[src/sv/ssw_pkg.sv]
// types, constants and helper functions shared by the sync-write framer
`timescale 1ns / 1ps

package ssw_pkg;

   localparam int unsigned CSR_INDEX_W = 3;
   localparam int unsigned CSR_DATA_W  = 8;

   localparam logic [CSR_INDEX_W-1:0] CSR_BUS_ID           = 3'd0;
   localparam logic [CSR_INDEX_W-1:0] CSR_INSTRUCTION_CODE = 3'd1;
   localparam logic [CSR_INDEX_W-1:0] CSR_REGISTER_ADDRESS = 3'd2;
   localparam logic [CSR_INDEX_W-1:0] CSR_DATA_BYTES       = 3'd3;
   localparam logic [CSR_INDEX_W-1:0] CSR_MOTOR_COUNT      = 3'd4;

   localparam logic [7:0] RST_BUS_ID           = 8'd254;
   localparam logic [7:0] RST_INSTRUCTION_CODE = 8'd131;
   localparam logic [7:0] RST_REGISTER_ADDRESS = 8'd42;
   localparam logic [1:0] RST_DATA_BYTES       = 2'd2;
   localparam logic [5:0] RST_MOTOR_COUNT      = 6'd6;

   localparam logic [7:0] SYNC_BYTE    = 8'hFF;
   localparam logic [7:0] LEN_OVERHEAD = 8'd4;
   localparam logic [7:0] NBYTES_ONE   = 8'h01;
   localparam logic [7:0] NBYTES_TWO   = 8'h02;

   typedef struct packed {
      logic [7:0]  motor_id;
      logic [15:0] motor_value;
   } req_type;

   typedef struct packed {
      logic [7:0] bus_byte;
      logic       frame_end;
      logic       run_end;
   } rsp_type;

   typedef struct packed {
      logic [7:0] bus_id;
      logic [7:0] instruction_code;
      logic [7:0] register_address;
      logic [1:0] data_bytes;
      logic [5:0] motor_count;
   } cfg_type;

   // one classified motor entry waiting for the byte sequencer
   typedef struct packed {
      logic [7:0]  motor_id;
      logic [15:0] motor_value;
      logic        first;
      logic        last;
   } entry_type;

   // motor count of zero counts as one
   function automatic logic [5:0] eff_count(input logic [5:0] motor_count);
      eff_count = (motor_count == 6'd0) ? 6'd1 : motor_count;
   endfunction

   // zero or one data bytes means one, two or three means two
   function automatic logic two_bytes(input logic [1:0] data_bytes);
      two_bytes = data_bytes[1];
   endfunction

endpackage

[src/sv/ssw_front.sv]
// front end: accepts motor entries and tags the first and last of each frame
`timescale 1ns / 1ps

module ssw_front (
   input  logic               clock,
   input  logic               reset,
   input  logic               req_valid,
   input  logic               queue_full,
   input  ssw_pkg::req_type   req_payload,
   input  ssw_pkg::cfg_type   cfg,
   output logic               push,
   output ssw_pkg::entry_type entry
);
   import ssw_pkg::*;

   logic [5:0] entry_index_ff;
   logic [5:0] entry_index_in;
   logic [5:0] count;
   logic [6:0] next_index;
   logic       last;

   assign count      = eff_count(cfg.motor_count);
   assign next_index = {1'b0, entry_index_ff} + 7'd1;
   assign last       = next_index >= {1'b0, count};
   assign push       = req_valid & ~queue_full;

   always_comb begin
      entry.motor_id    = req_payload.motor_id;
      entry.motor_value = req_payload.motor_value;
      entry.first       = entry_index_ff == 6'd0;
      entry.last        = last;
   end

   always_comb begin
      entry_index_in = entry_index_ff;
      if (push) begin
         entry_index_in = last ? 6'd0 : next_index[5:0];
      end
   end

   always_ff @(posedge clock) begin
      if (reset) begin
         entry_index_ff <= 6'd0;
      end else begin
         entry_index_ff <= entry_index_in;
      end
   end

endmodule

[src/sv/ssw_queue.sv]
// short entry queue between the front end and the byte sequencer
`timescale 1ns / 1ps

module ssw_queue #(
   parameter int unsigned DEPTH = 2
) (
   input  logic               clock,
   input  logic               reset,
   input  logic               push,
   input  ssw_pkg::entry_type push_entry,
   input  logic               pop,
   output logic               full,
   output logic               head_valid,
   output ssw_pkg::entry_type head
);
   import ssw_pkg::*;

   localparam int unsigned PTR_W = (DEPTH > 1) ? $clog2(DEPTH) : 1;
   localparam int unsigned CNT_W = $clog2(DEPTH + 1);
   localparam logic [PTR_W-1:0] LAST_PTR = PTR_W'(DEPTH - 1);

   entry_type        slot_ff [DEPTH];
   logic [PTR_W-1:0] wr_ptr_ff;
   logic [PTR_W-1:0] wr_ptr_in;
   logic [PTR_W-1:0] rd_ptr_ff;
   logic [PTR_W-1:0] rd_ptr_in;
   logic [CNT_W-1:0] count_ff;
   logic [CNT_W-1:0] count_in;
   logic             do_push;
   logic             do_pop;

   assign full       = count_ff == CNT_W'(DEPTH);
   assign head_valid = count_ff != '0;
   assign head       = slot_ff[rd_ptr_ff];
   assign do_push    = push & ~full;
   assign do_pop     = pop & head_valid;

   always_comb begin
      wr_ptr_in = wr_ptr_ff;
      rd_ptr_in = rd_ptr_ff;
      count_in  = count_ff;
      if (do_push) begin
         wr_ptr_in = (wr_ptr_ff == LAST_PTR) ? '0 : wr_ptr_ff + PTR_W'(1);
      end
      if (do_pop) begin
         rd_ptr_in = (rd_ptr_ff == LAST_PTR) ? '0 : rd_ptr_ff + PTR_W'(1);
      end
      if (do_push && !do_pop) begin
         count_in = count_ff + CNT_W'(1);
      end else if (do_pop && !do_push) begin
         count_in = count_ff - CNT_W'(1);
      end
   end

   always_ff @(posedge clock) begin
      if (reset) begin
         wr_ptr_ff <= '0;
         rd_ptr_ff <= '0;
         count_ff  <= '0;
      end else begin
         wr_ptr_ff <= wr_ptr_in;
         rd_ptr_ff <= rd_ptr_in;
         count_ff  <= count_in;
      end
   end

   always_ff @(posedge clock) begin
      if (do_push) begin
         slot_ff[wr_ptr_ff] <= push_entry;
      end
   end

endmodule

[src/sv/ssw_back.sv]
// back end: walks the packet bytes of each entry into the output register
`timescale 1ns / 1ps

module ssw_back (
   input  logic               clock,
   input  logic               reset,
   input  ssw_pkg::cfg_type   cfg,
   input  logic               head_valid,
   input  ssw_pkg::entry_type head,
   output logic               pop,
   output logic               rsp_valid,
   input  logic               rsp_stall,
   output ssw_pkg::rsp_type   rsp_payload
);
   import ssw_pkg::*;

   localparam logic [3:0] ST_START  = 4'd0;
   localparam logic [3:0] ST_SYNC0  = 4'd1;
   localparam logic [3:0] ST_SYNC1  = 4'd2;
   localparam logic [3:0] ST_ID     = 4'd3;
   localparam logic [3:0] ST_LEN    = 4'd4;
   localparam logic [3:0] ST_INSTR  = 4'd5;
   localparam logic [3:0] ST_ADDR   = 4'd6;
   localparam logic [3:0] ST_NBYTES = 4'd7;
   localparam logic [3:0] ST_MID    = 4'd8;
   localparam logic [3:0] ST_LO     = 4'd9;
   localparam logic [3:0] ST_HI     = 4'd10;
   localparam logic [3:0] ST_CHK    = 4'd11;

   logic [3:0] step_ff;
   logic [3:0] step_in;
   logic [7:0] sum_ff;
   logic [7:0] sum_in;
   logic       rsp_valid_ff;
   logic       rsp_valid_in;
   rsp_type    rsp_payload_ff;
   rsp_type    rsp_payload_in;

   logic [3:0] cur;
   logic [3:0] next;
   logic       done;
   logic       load;
   logic       two;
   logic [7:0] cnt8;
   logic [7:0] len;
   rsp_type    beat;

   assign two  = two_bytes(cfg.data_bytes);
   assign cnt8 = {2'b00, eff_count(cfg.motor_count)};
   assign len  = (two ? cnt8 + (cnt8 << 1) : cnt8 << 1) + LEN_OVERHEAD;
   assign cur  = (step_ff == ST_START) ? (head.first ? ST_SYNC0 : ST_MID) : step_ff;
   assign load = head_valid & (~rsp_valid_ff | ~rsp_stall);
   assign pop  = load & done;

   always_comb begin
      beat.bus_byte  = SYNC_BYTE;
      beat.frame_end = 1'b0;
      beat.run_end   = 1'b0;
      next           = ST_START;
      done           = 1'b0;
      case (cur)
         ST_SYNC0: begin
            next = ST_SYNC1;
         end
         ST_SYNC1: begin
            next = ST_ID;
         end
         ST_ID: begin
            beat.bus_byte = cfg.bus_id;
            next          = ST_LEN;
         end
         ST_LEN: begin
            beat.bus_byte = len;
            next          = ST_INSTR;
         end
         ST_INSTR: begin
            beat.bus_byte = cfg.instruction_code;
            next          = ST_ADDR;
         end
         ST_ADDR: begin
            beat.bus_byte = cfg.register_address;
            next          = ST_NBYTES;
         end
         ST_NBYTES: begin
            beat.bus_byte = two ? NBYTES_TWO : NBYTES_ONE;
            next          = ST_MID;
         end
         ST_MID: begin
            beat.bus_byte = head.motor_id;
            next          = ST_LO;
         end
         ST_LO: begin
            beat.bus_byte = head.motor_value[7:0];
            if (two) begin
               next = ST_HI;
            end else if (head.last) begin
               next = ST_CHK;
            end else begin
               done         = 1'b1;
               beat.run_end = 1'b1;
            end
         end
         ST_HI: begin
            beat.bus_byte = head.motor_value[15:8];
            if (head.last) begin
               next = ST_CHK;
            end else begin
               done         = 1'b1;
               beat.run_end = 1'b1;
            end
         end
         ST_CHK: begin
            beat.bus_byte  = ~sum_ff;
            beat.frame_end = 1'b1;
            beat.run_end   = 1'b1;
            done           = 1'b1;
         end
         default: begin
            done = 1'b1;
         end
      endcase
   end

   always_comb begin
      step_in        = step_ff;
      sum_in         = sum_ff;
      rsp_valid_in   = rsp_valid_ff & rsp_stall;
      rsp_payload_in = rsp_payload_ff;
      if (load) begin
         step_in        = done ? ST_START : next;
         rsp_valid_in   = 1'b1;
         rsp_payload_in = beat;
         case (cur)
            ST_SYNC0, ST_SYNC1: sum_in = sum_ff;
            ST_ID:              sum_in = beat.bus_byte;
            ST_CHK:             sum_in = 8'd0;
            default:            sum_in = sum_ff + beat.bus_byte;
         endcase
      end
   end

   always_ff @(posedge clock) begin
      if (reset) begin
         step_ff      <= ST_START;
         sum_ff       <= 8'd0;
         rsp_valid_ff <= 1'b0;
      end else begin
         step_ff      <= step_in;
         sum_ff       <= sum_in;
         rsp_valid_ff <= rsp_valid_in;
      end
   end

   always_ff @(posedge clock) begin
      rsp_payload_ff <= rsp_payload_in;
   end

   assign rsp_valid   = rsp_valid_ff;
   assign rsp_payload = rsp_payload_ff;

`ifndef NO_ASSERTIONS
   a_frame_end_closes_run: assert property (@(posedge clock) disable iff (reset)
      rsp_valid_ff && rsp_payload_ff.frame_end |-> rsp_payload_ff.run_end)
      else $error("frame end without run end");

   a_active_has_head: assert property (@(posedge clock) disable iff (reset)
      step_ff != ST_START |-> head_valid)
      else $error("sequencer mid entry with empty queue");

   a_step_in_range: assert property (@(posedge clock) disable iff (reset)
      step_ff <= ST_CHK)
      else $error("sequencer step out of range");

   a_pop_after_chk_clears_sum: assert property (@(posedge clock) disable iff (reset)
      load && cur == ST_CHK |=> sum_ff == 8'd0 && step_ff == ST_START)
      else $error("checksum byte did not close the frame");
`endif

endmodule

[src/sv/servo_sync_write_framer.sv]
// top level of the servo-bus sync-write packet framer
`timescale 1ns / 1ps

// Each accepted motor transaction turns into packet bytes on the rsp channel, one byte
// per clock from the byte sequencer's output register unless rsp_stall holds it or
// the queue is empty. A frame's first entry emits the seven header bytes before its
// id and data, its last entry appends the checksum, so an entry gives 2 to 11 bytes:
// 2 or 3 (id and one or two data bytes) plus 7 header and 1 checksum. The entry queue
// lets new transactions be taken while bytes are still going out. The user must write
// the configuration registers via the csr port while idle; the block does not check.

module servo_sync_write_framer #(
   parameter int unsigned QUEUE_DEPTH = 2
) (
   input  logic                                clock,
   input  logic                                reset,
   input  logic                                req_valid,
   output logic                                req_stall,
   input  ssw_pkg::req_type                    req_payload,
   output logic                                rsp_valid,
   input  logic                                rsp_stall,
   output ssw_pkg::rsp_type                    rsp_payload,
   input  logic                                csr_write_en,
   input  logic [ssw_pkg::CSR_INDEX_W-1:0]     csr_index,
   input  logic [ssw_pkg::CSR_DATA_W-1:0]      csr_wdata
);
   import ssw_pkg::*;

   cfg_type   cfg_ff;
   cfg_type   cfg_in;
   logic      push;
   logic      pop;
   logic      queue_full;
   logic      head_valid;
   entry_type push_entry;
   entry_type head;

   always_comb begin
      cfg_in = cfg_ff;
      if (csr_write_en) begin
         case (csr_index)
            CSR_BUS_ID:           cfg_in.bus_id           = csr_wdata;
            CSR_INSTRUCTION_CODE: cfg_in.instruction_code = csr_wdata;
            CSR_REGISTER_ADDRESS: cfg_in.register_address = csr_wdata;
            CSR_DATA_BYTES:       cfg_in.data_bytes       = csr_wdata[1:0];
            CSR_MOTOR_COUNT:      cfg_in.motor_count      = csr_wdata[5:0];
            default:              cfg_in                  = cfg_ff;
         endcase
      end
   end

   always_ff @(posedge clock) begin
      if (reset) begin
         cfg_ff.bus_id           <= RST_BUS_ID;
         cfg_ff.instruction_code <= RST_INSTRUCTION_CODE;
         cfg_ff.register_address <= RST_REGISTER_ADDRESS;
         cfg_ff.data_bytes       <= RST_DATA_BYTES;
         cfg_ff.motor_count      <= RST_MOTOR_COUNT;
      end else begin
         cfg_ff <= cfg_in;
      end
   end

   assign req_stall = queue_full;

   ssw_front u_front (
      .clock       (clock),
      .reset       (reset),
      .req_valid   (req_valid),
      .queue_full  (queue_full),
      .req_payload (req_payload),
      .cfg         (cfg_ff),
      .push        (push),
      .entry       (push_entry)
   );

   ssw_queue #(
      .DEPTH (QUEUE_DEPTH)
   ) u_queue (
      .clock      (clock),
      .reset      (reset),
      .push       (push),
      .push_entry (push_entry),
      .pop        (pop),
      .full       (queue_full),
      .head_valid (head_valid),
      .head       (head)
   );

   ssw_back u_back (
      .clock       (clock),
      .reset       (reset),
      .cfg         (cfg_ff),
      .head_valid  (head_valid),
      .head        (head),
      .pop         (pop),
      .rsp_valid   (rsp_valid),
      .rsp_stall   (rsp_stall),
      .rsp_payload (rsp_payload)
   );

endmodule
[config.mk]
export PLATFORM = sky130hd
export DESIGN_NAME = servo_sync_write_framer
export DESIGN_NICKNAME = d
export VERILOG_FILES = /design/src/sv/ssw_pkg.sv /design/src/sv/ssw_front.sv /design/src/sv/ssw_queue.sv /design/src/sv/ssw_back.sv /design/src/sv/servo_sync_write_framer.sv
export SDC_FILE = /design/constraint.sdc
export NUM_CORES = 1
export LEC_CHECK = 0
export ABC_AREA = 1
export ABC_CLOCK_PERIOD_IN_PS = 4900
export BUFFER_PORTS_ARGS = -buffer_cell sky130_fd_sc_hd__buf_2
export CAP_MARGIN = 20
export CORE_AREA = 10 10 110 112
export CTS_CLUSTER_SIZE = 25
export DETAILED_ROUTE_END_ITERATION = 7
export DIE_AREA = 0 0 120 122
export PLACE_DENSITY = 0.82
export SYNTH_ARGS = -nofsm -noshare
export SYNTH_HDL_FRONTEND = slang
export SYNTH_SLANG_ARGS = --single-unit
[constraint.sdc]
create_clock -name clock -period 4.9 [get_ports clock]
set_input_delay 0.49 -clock clock [delete_from_list [all_inputs] [get_ports clock]]
set_output_delay 0.49 -clock clock [all_outputs]
set_load 0.005 [all_outputs]
==> out/results.txt <==
Status -> complete, no violations
Worst Hold Path EP -> u_queue.slot_ff[1][24]
Internal Power -> 2.17 mW
I/O pin cnt -> 52
Design area -> 6870 sq um
Hold path start -> req_payload[22]
Clk_lat worst skew -> 0.53 ns
Via Count -> 5,103
Nets -> 798
Area of the multi-input gates -> 2550 sq um
Clock buffer depth -> 2
Share of flip-flops with an asynchronous set or reset -> 0%
Vias in the first global route -> 5,049
Flop pwr share -> 38.6%
DRT antenna net count -> 0
Hold/Removal Path Class -> in2reg
Congestion Overflow GR -> 0
Buffer and inverter count on the worst path -> 4
Reg2reg path depth -> 23
Max Cap Viol -> 0
GR Util All Layers -> 20.5%
Fill count -> 752
Drt wl/cell -> 16.9 microns
Initial Util -> 58.3%
DR iter-0 viols -> 384
Achievable Freq -> 245 MHz
Clock share of power -> 39.4%
CP max FO -> 4
Worst reg2reg path startpoint -> cfg_ff[2]
Die width -> 120 microns
Routed WL -> 14,900 microns
Critical Path End Type -> flop
N_diodes -> 0
Switching share of power -> 30.5%
Top_reg_cell synth -> edfxtp_1
CP startpoint -> cfg_ff[2]
Syn Inst Count -> 672
Setup Buffers After CTS -> 0
Worst Path Arrival -> 4.49 ns
Reg clk slew, reported paths -> 0.06 ns
Finish-stage setup viols -> 0
Yosys warns -> 0
R2R Path End -> u_back.sum_ff[6]
Yosys cell types -> 50
Die Area -> 14,600 sq um
Final GP Congestion -> 0.960
Stages on the worst setup path -> 23
CTS Buf Count -> 17
Syn nets -> 738
Kind of critical path -> reg2reg
Syn avg cell area -> 8.72 sq um
Post-synthesis sequential area ratio -> 50.6%
CTS tree -> built
Root buffer cell -> clkbuf_8
RSZ-0062 raised after global routing -> no
Clk_skew -> 0.00642 ns
Req. time, crit path -> 5.31 ns
Leak -> 3.05 nW
Maximum vdd drop -> 0.283 mV
DR DRC count -> 0
DIE HEIGHT -> 122 microns
Crit-path cells -> inv_1 -> ha_1 -> nand3_2 -> inv_2 -> nor2_1 -> inv_1 -> fa_1 -> inv_1 -> a21oi_1 -> o21ai_0 -> nand2_1 -> ha_1 -> a221oi_1 -> nand3_1 -> ha_1 -> a21oi_1 -> or2_2 -> nand2_1 -> nand2_1 -> nand2_1 -> or2_2 -> nand3_1 -> a31oi_1
Post-synth design cell area -> 5860 sq um
Dpl cell area -> 6250 sq um
Drt pass-1 iters -> 5
First-pass GRT wire length -> 23,700 microns
Tmin final -> 4.08 ns
Combinational Power Share -> 22.0%
H-Tree Depth -> 4
Most frequent CP cell -> nand2_1
Number of enable flip-flop cells after synthesis -> 62
Largest net degree at the start of global routing -> 42
Sink Count -> 117
Worst slew margin -> 44.1%
Placeable Area -> 10,000 sq um
Synthesis-to-finish area growth -> 17.2%
Register bit total from synthesis -> 117
Power density over the cells -> 455 nW/um^2
Crit share post-route -> 83.3%
NetSw -> 0.952 mW
Min-Delay Path Depth -> 1
Post-DP HPWL -> 10,700 microns
R2r setup slk -> 0.82 ns
CP max stage cell -> fa_1
CP delay by family, top -> adder cells
CP max stage delay -> 0.43 ns
Setup TNS -> 0 ns
Port buffer count -> 51
Post-CTS Resized -> 0
Initial antenna violation count -> 0
Tot Pwr -> 3.12 mW
Startpoint types -> flop
# hold bufs at CTS -> 0
Register area -> 2960 sq um
Final Hold Vio Count -> 0
Worst slew pin tran -> 0.829 ns
Share of layout cells above drive strength 1 -> 17.7%
Rows -> 37
Max-slew violations -> 0
Drt via density -> 5.79
==> final cells by class <==
cell class / instances / share of cell area (%)
sequential: 117 / 43.1
multi-input combinational: 470 / 37.1
clock buffer: 17 / 6.03
timing repair buffer: 56 / 4.55
inverter: 70 / 4.10
clock inverter: 15 / 2.59
tap: 136 / 2.48
==> layout by cell type, fill, tap and decap left out, types with 10 or more instances in the layout <==
master,synthesis,routed
a21oi_1,52,52
buf_2,1,51
clkbuf_16,0,16
dfxtp_1,55,55
edfxtp_1,62,62
ha_1,24,24
inv_1,55,55
nand2_1,157,157
nand3_1,32,32
nor2_1,60,58
nor3_1,10,10
o21ai_0,36,36
o21ai_1,10,10
==> metrics by stage <==
step	utilization [%]	setup WS, ns	cells	hold slack, ns
3_5_place_dp	62.2	0.898	848	0.443
5_1_grt	68.4	0.449	881	0.126
3_3_place_gp	62.2	1.07	848	0.442
6_report	68.4	0.820	881	0.149
4_1_cts	68.1	0.883	880	0.132
2_1_floorplan	-	1.40	672	0.429
==> Yosys cell counts, types with 5 or more instances <==
| library cell | n | area share [%] |
|---|---|---|
| edfxtp_1 | 62 | 32 |
| a21oi_1 | 52 | 4.4 |
| dfxtp_1 | 55 | 19 |
| nand4_1 | 8 | 0.85 |
| nor2_1 | 60 | 3.8 |
| a22oi_1 | 8 | 1.0 |
| o211ai_1 | 8 | 1.0 |
| nand2_1 | 157 | 10 |
| nand2_2 | 5 | 0.53 |
| inv_2 | 8 | 0.51 |
| inv_1 | 55 | 3.5 |
| xor2_1 | 5 | 0.75 |
| o21ai_1 | 10 | 0.85 |
| clkbuf_1 | 12 | 0.77 |
| ha_1 | 24 | 5.1 |
| nor3_1 | 10 | 0.85 |
| a31oi_1 | 7 | 0.75 |
| o21ai_0 | 36 | 3.1 |
| nand3_1 | 32 | 2.7 |
==> worst max path at each step <==
stage / endpoint / slack (ns)
floorplan: u_back.sum_ff[7] / 1.40
global route: u_back.sum_ff[7] / 0.45
finish: u_back.sum_ff[6] / 0.82
global placement: u_back.sum_ff[7] / 1.07
detailed placement: u_back.sum_ff[7] / 0.90
CTS: u_back.sum_ff[7] / 0.88
==> metal layers <==
| layer | track usage, % | wire (microns) |
|---|---|---|
| met1 | 22.6 | 5790 |
| met5 | 0 | 0 |
| met3 | 6.24 | 1040 |
| met4 | 13.7 | 761 |
| met2 | 33.8 | 7310 |
==> state kept, by name, indices dropped and copies added, names as in the netlist, named ones only <==
name                    flops
cfg_ff                     31
u_back.rsp_payload         10
u_back.rsp_valid            1
u_back.step_ff              4
u_back.sum_ff               8
u_front.entry_index_ff      6
u_queue.count_ff            2
u_queue.rd_ptr_ff           1
u_queue.slot_ff            52
u_queue.wr_ptr_ff           1
==> power groups by stage <==
stage | sequential, mW | clock, mW | combinational, mW
finish | 1.20 | 1.23 | 0.688
global route | 1.21 | 1.28 | 0.766
CTS | 1.20 | 1.24 | 0.673
detailed placement | 1.22 | 0 | 0.660
global placement | 1.22 | 0 | 0.632
floorplan | 1.21 | 0 | 0.493
==> logic make-up after synthesis <==
logic type / after synthesis / share of synthesized area, %
DFF: 117 / 50.6
and+or+nand+nor: 302 / 23.4
buffers and inverters: 85 / 6.04
muxes: 2 / 0.342
adders and majority gates: 26 / 5.81
AOI/OAI and AO/OA: 135 / 13.1
xor gates and xnor gates: 5 / 0.747
No activity file was read; power rests on OpenSTA's default activity.
